$ cat src/hdl/ngbs_ram.sv
// ----------------------------------------------------------------------------
// ngbs_ram
// Single-port-write, single-port-read synchronous RAM with a registered read.
// Addresses at or above DEPTH are dropped on write, read as zero.
// ----------------------------------------------------------------------------
`default_nettype none

module ngbs_ram #(
  parameter int DEPTH  = 16,
  parameter int WIDTH  = 8,
  parameter int ADDR_W = 4
) (
  input  wire logic              clk,
  input  wire logic              we,
  input  wire logic [ADDR_W-1:0] waddr,
  input  wire logic [WIDTH-1:0]  wdata,
  input  wire logic              re,
  input  wire logic [ADDR_W-1:0] raddr,
  output logic      [WIDTH-1:0]  rdata
);

  localparam int IDX_W = (DEPTH > 1) ? $clog2(DEPTH) : 1;
  localparam int CMP_W = (ADDR_W > 25) ? ADDR_W : 25;

  logic [WIDTH-1:0] mem [DEPTH];
  logic [WIDTH-1:0] rd_r;
  logic             rok_r;
  logic             w_ok;
  logic             r_ok;

  assign w_ok = CMP_W'(waddr) < CMP_W'(DEPTH);
  assign r_ok = CMP_W'(raddr) < CMP_W'(DEPTH);

  always_ff @(posedge clk) begin
    if (we && w_ok) begin
      mem[IDX_W'(waddr)] <= wdata;
    end
    if (re) begin
      rd_r  <= mem[IDX_W'(raddr)];
      rok_r <= r_ok;
    end
  end

  assign rdata = rok_r ? rd_r : '0;

endmodule

`default_nettype wire

$ cat config.mk
export PLATFORM = sky130hd
export DESIGN_NAME = ngbs_ram
export DESIGN_NICKNAME = d
export VERILOG_FILES = /design/src/hdl/ngbs_ram.sv
export SDC_FILE = /design/constraint.sdc
export NUM_CORES = 1
export LEC_CHECK = 0
export ABC_AREA = 1
export BUFFER_PORTS_ARGS = -buffer_cell sky130_fd_sc_hd__clkbuf_2
export CORE_ASPECT_RATIO = 1.5
export CORE_UTILIZATION = 61
export CTS_CLUSTER_DIAMETER = 30
export DETAILED_ROUTE_END_ITERATION = 12
export PLACE_DENSITY_LB_ADDON = 0.1
export SYNTH_ARGS = -nofsm -noshare
export SYNTH_HDL_FRONTEND = slang
export SYNTH_SLANG_ARGS = --single-unit
export TNS_END_PERCENT = 5
$ cat constraint.sdc
create_clock -name clk -period 1.5 [get_ports clk]
set_clock_uncertainty 0.15 [all_clocks]
set_input_delay 0.3 -clock clk [delete_from_list [all_inputs] [get_ports clk]]
set_output_delay 0.3 -clock clk [all_outputs]
set_load 0.005 [all_outputs]
==> metrics.md <==
| Metric | Value |
|---|---|
| Initial antenna violation count | `0` |
| Warnings from Yosys | `0` |
| Post-CTS setup buffers | `0` |
| WL per Instance | `~18 µm` |
| Hold_ws | `between 0.1 and 0.15 ns` |
| Final hold vios | `0` |
| Simple-gate share of the synthesized area | `approximately 21%` |
| Die Area | `around 10000 µm²` |
| Fin nets | `a little over 600` |
| IO Pins | `27` |
| P_leak | `between 2 and 3 nW` |
| Area grow syn2layout | `16.33%` |
| First-pass GRT wire length | `~20000 µm` |
| Final count of pins violating max slew | `0` |
| ANT cells | `0` |
| Multiplexer area fraction after synthesis | `0%` |
| Max VDD drop | `1.156 mV` |
| GR Util All Layers | `28.95%` |
| Layout fillers | `between 600 and 700` |
| Predominant post-synthesis flop cell | `edfxtp_1` |
| Grt ovf | `0` |
| RSZ-0062 raised after global routing | `no` |
| CTS tree | `built` |
| Crit path kind | `reg2out` |
| Hold Path Class | `in2reg` |
| Post-DP HPWL | `about 8400 µm` |
| Hold Buf Count CTS | `0` |
| Clk sinks | `around 140` |
| Vias in the first global route | `about 4000` |
| I/O Buffers | `26` |
| Seq. cell area | `4084 µm²` |
| Post-Synth Adder-Cell Area | `0%` |
| Avg Inst Size Synth | `about 11 µm²` |
| Cell type with the largest total area after synthesis | `edfxtp_1` |
| DR pass1 iterations | `5` |
| Largest net degree at the start of global routing | `35` |
| CP Buf/Inv Count | `1` |
| Xor and xnor area share after synthesis | `0%` |
| H-tree Lvls | `4` |
| Critical Path Start Type | `flop` |
| Final WL | `approximately 13000 µm` |
| CP max stage cell | `edfxtp_1` |
| Period Utilization, post-route | `a little over nine tenths` |
| Initial Util | `roughly 63%` |
| Crit-path max FO | `1` |
| Top cells by instance count after synthesis | `nand2_1, edfxtp_1, inv_1, nand3_1, nor2_1` |
| F_max | `around 0.71 GHz` |
| CP max stage delay | `0.42 ns` |
| WP data arrival | `0.96 ns` |
| Sequential area share after synthesis | `approximately 70%` |
| Max Cap Viol | `0` |
| Synth Area in Compound Gates | `0%` |
| Measured slew at the worst slew-check pin | `0.6068 ns` |
| Latest clock arrival within the worst-skew pair | `a little over 0.4 ns` |
| Crit path max-delay family | `flip-flops` |
| Multi-input combinational cell area | `around 1200 µm²` |
| Routed Antenna Nets | `0` |
| Root buffer cell | `clkbuf_16` |
| Drt initial violations | `roughly 340` |
| Standard-cell rows | `43` |
| Minimum clock period | `approximately 1.4 ns` |
| Cts repair resizes | `0` |
| Worst-path clk slew | `roughly 0.060 ns` |
| Setup TNS | `0 ns` |
| Avg Vias per Cell | `5.379` |
| Distinct cell type count after synthesis | `11` |
| Share of flip-flops with an asynchronous set or reset | `0%` |
| Clock buffer depth | `2` |
| Die extent in x | `about 82 µm` |
| Dominant cells by area after synthesis | `edfxtp_1, nand2_1, nand3_1` |
| Design area | `6802 µm²` |
| CTS Buf Count | `17` |
| Via count | `roughly 4000` |
| Placeable core area | `about 9000 µm²` |
| Crit end category | `output pin` |
| Outcome | `completed` |
| CP required | `1.05 ns` |
| Count leader, synth | `nand2_1` |
| Main combinational cell family by area after synthesis | `simple AND/OR/NAND/NOR gates` |
| Syn Nets | `between 500 and 600` |
| Synth Cell Area | `a little under 6000 µm²` |
| Yosys reg bits | `136` |
| Power per cell area | `about 1300 nW/µm²` |
| Chip height | `~120 µm` |
| DRC viols | `0` |
| Cells after synthesis | `between 500 and 600` |
| GP Congestion | `about 1` |
| Worst slew margin | `59.49%` |
| Share of layout cells above drive strength 1 | `a little over an eighth` |
| Share of the synthesized area in the top cell type | `between 60% and 70%` |
| EDFF count, synth | `136` |
| Critical Path, Cell by Cell | `clkbuf_2` |
| Setup violation total in the final timing report | `0` |
| Post-DP Area | `around 6300 µm²` |
[cell families (layout without fill, tap and decap cells)]
family / count (synthesis) / in the layout
flops: 136 / 136
simple gates: 289 / 289
buf+inv: 126 / 189
[worst paths after layout]
path	start	to	slack [ns]	cells past startpoint
worst max-delay path	rd_r[0]	rdata[0]	0.09	1
worst min-delay path	re	rd_r[2]	0.14	1
worst max register to register	mem[4][0]	rd_r[0]	0.22	6
worst min register to register	mem[2][5]	rd_r[5]	0.61	6
[metal layers]
layer / track usage (%) / up-vias / wire length [µm] / part of all wire [%]
met2: 47.88 / 160 / 6788 / 53
met3: 5.693 / 27 / 717 / 5.6
met4: 14.25 / 0 / 412 / 3.2
met5: 0 / - / 0 / 0
met1: 35.79 / 1834 / 4972 / 39
li1: - / 1884 / - / -
[final cells by class]
type                    instances  share of cell area (%)
repair buffers                 55                   6.402
inverters                     102                   5.629
flip-flops and latches        136                   60.04
clock buffers                  20                   6.420
clock inverters                12                   1.600
well taps                     112                   2.060
multi-input cells             289                   17.84
[cell usage in the layout (no fill, tap or decap), types with 2 or more instances in the layout]
cell,netlist,final
buf_12,0,7
nand3b_1,2,2
edfxtp_1,136,136
inv_1,100,100
nand3_1,97,97
clkinv_1,0,6
clkbuf_16,0,17
bufinv_16,0,2
clkinv_2,0,2
clkbuf_1,0,3
clkbuf_2,0,26
nand2_1,173,173
inv_2,2,2
nor2_1,17,17
buf_4,4,22
[report_power, final]
group          total (mW)  internal (mW)  switching (mW)
sequential           4.31           4.29          0.0275
clock                3.82           2.40            1.42
combinational       0.548          0.182           0.366
[registers in the layout (all words and copies together), names as in the netlist]
name	flops
mem	128
rd_r	8
[metrics by stage]
stage / power (mW) / worst slack (ns) / std cells / util [%]
floorplan: 4.682 / 0.09916 / 551 / -
global placement: 4.922 / -0.1719 / 694 / 67.60
detailed placement: 4.935 / -0.1507 / 694 / 67.60
CTS: 8.733 / 0.06799 / 726 / 73.50
global route: 8.947 / 0.05294 / 726 / 73.50
finish: 8.683 / 0.08584 / 726 / 73.50
Power figures use the tool's default switching activity.
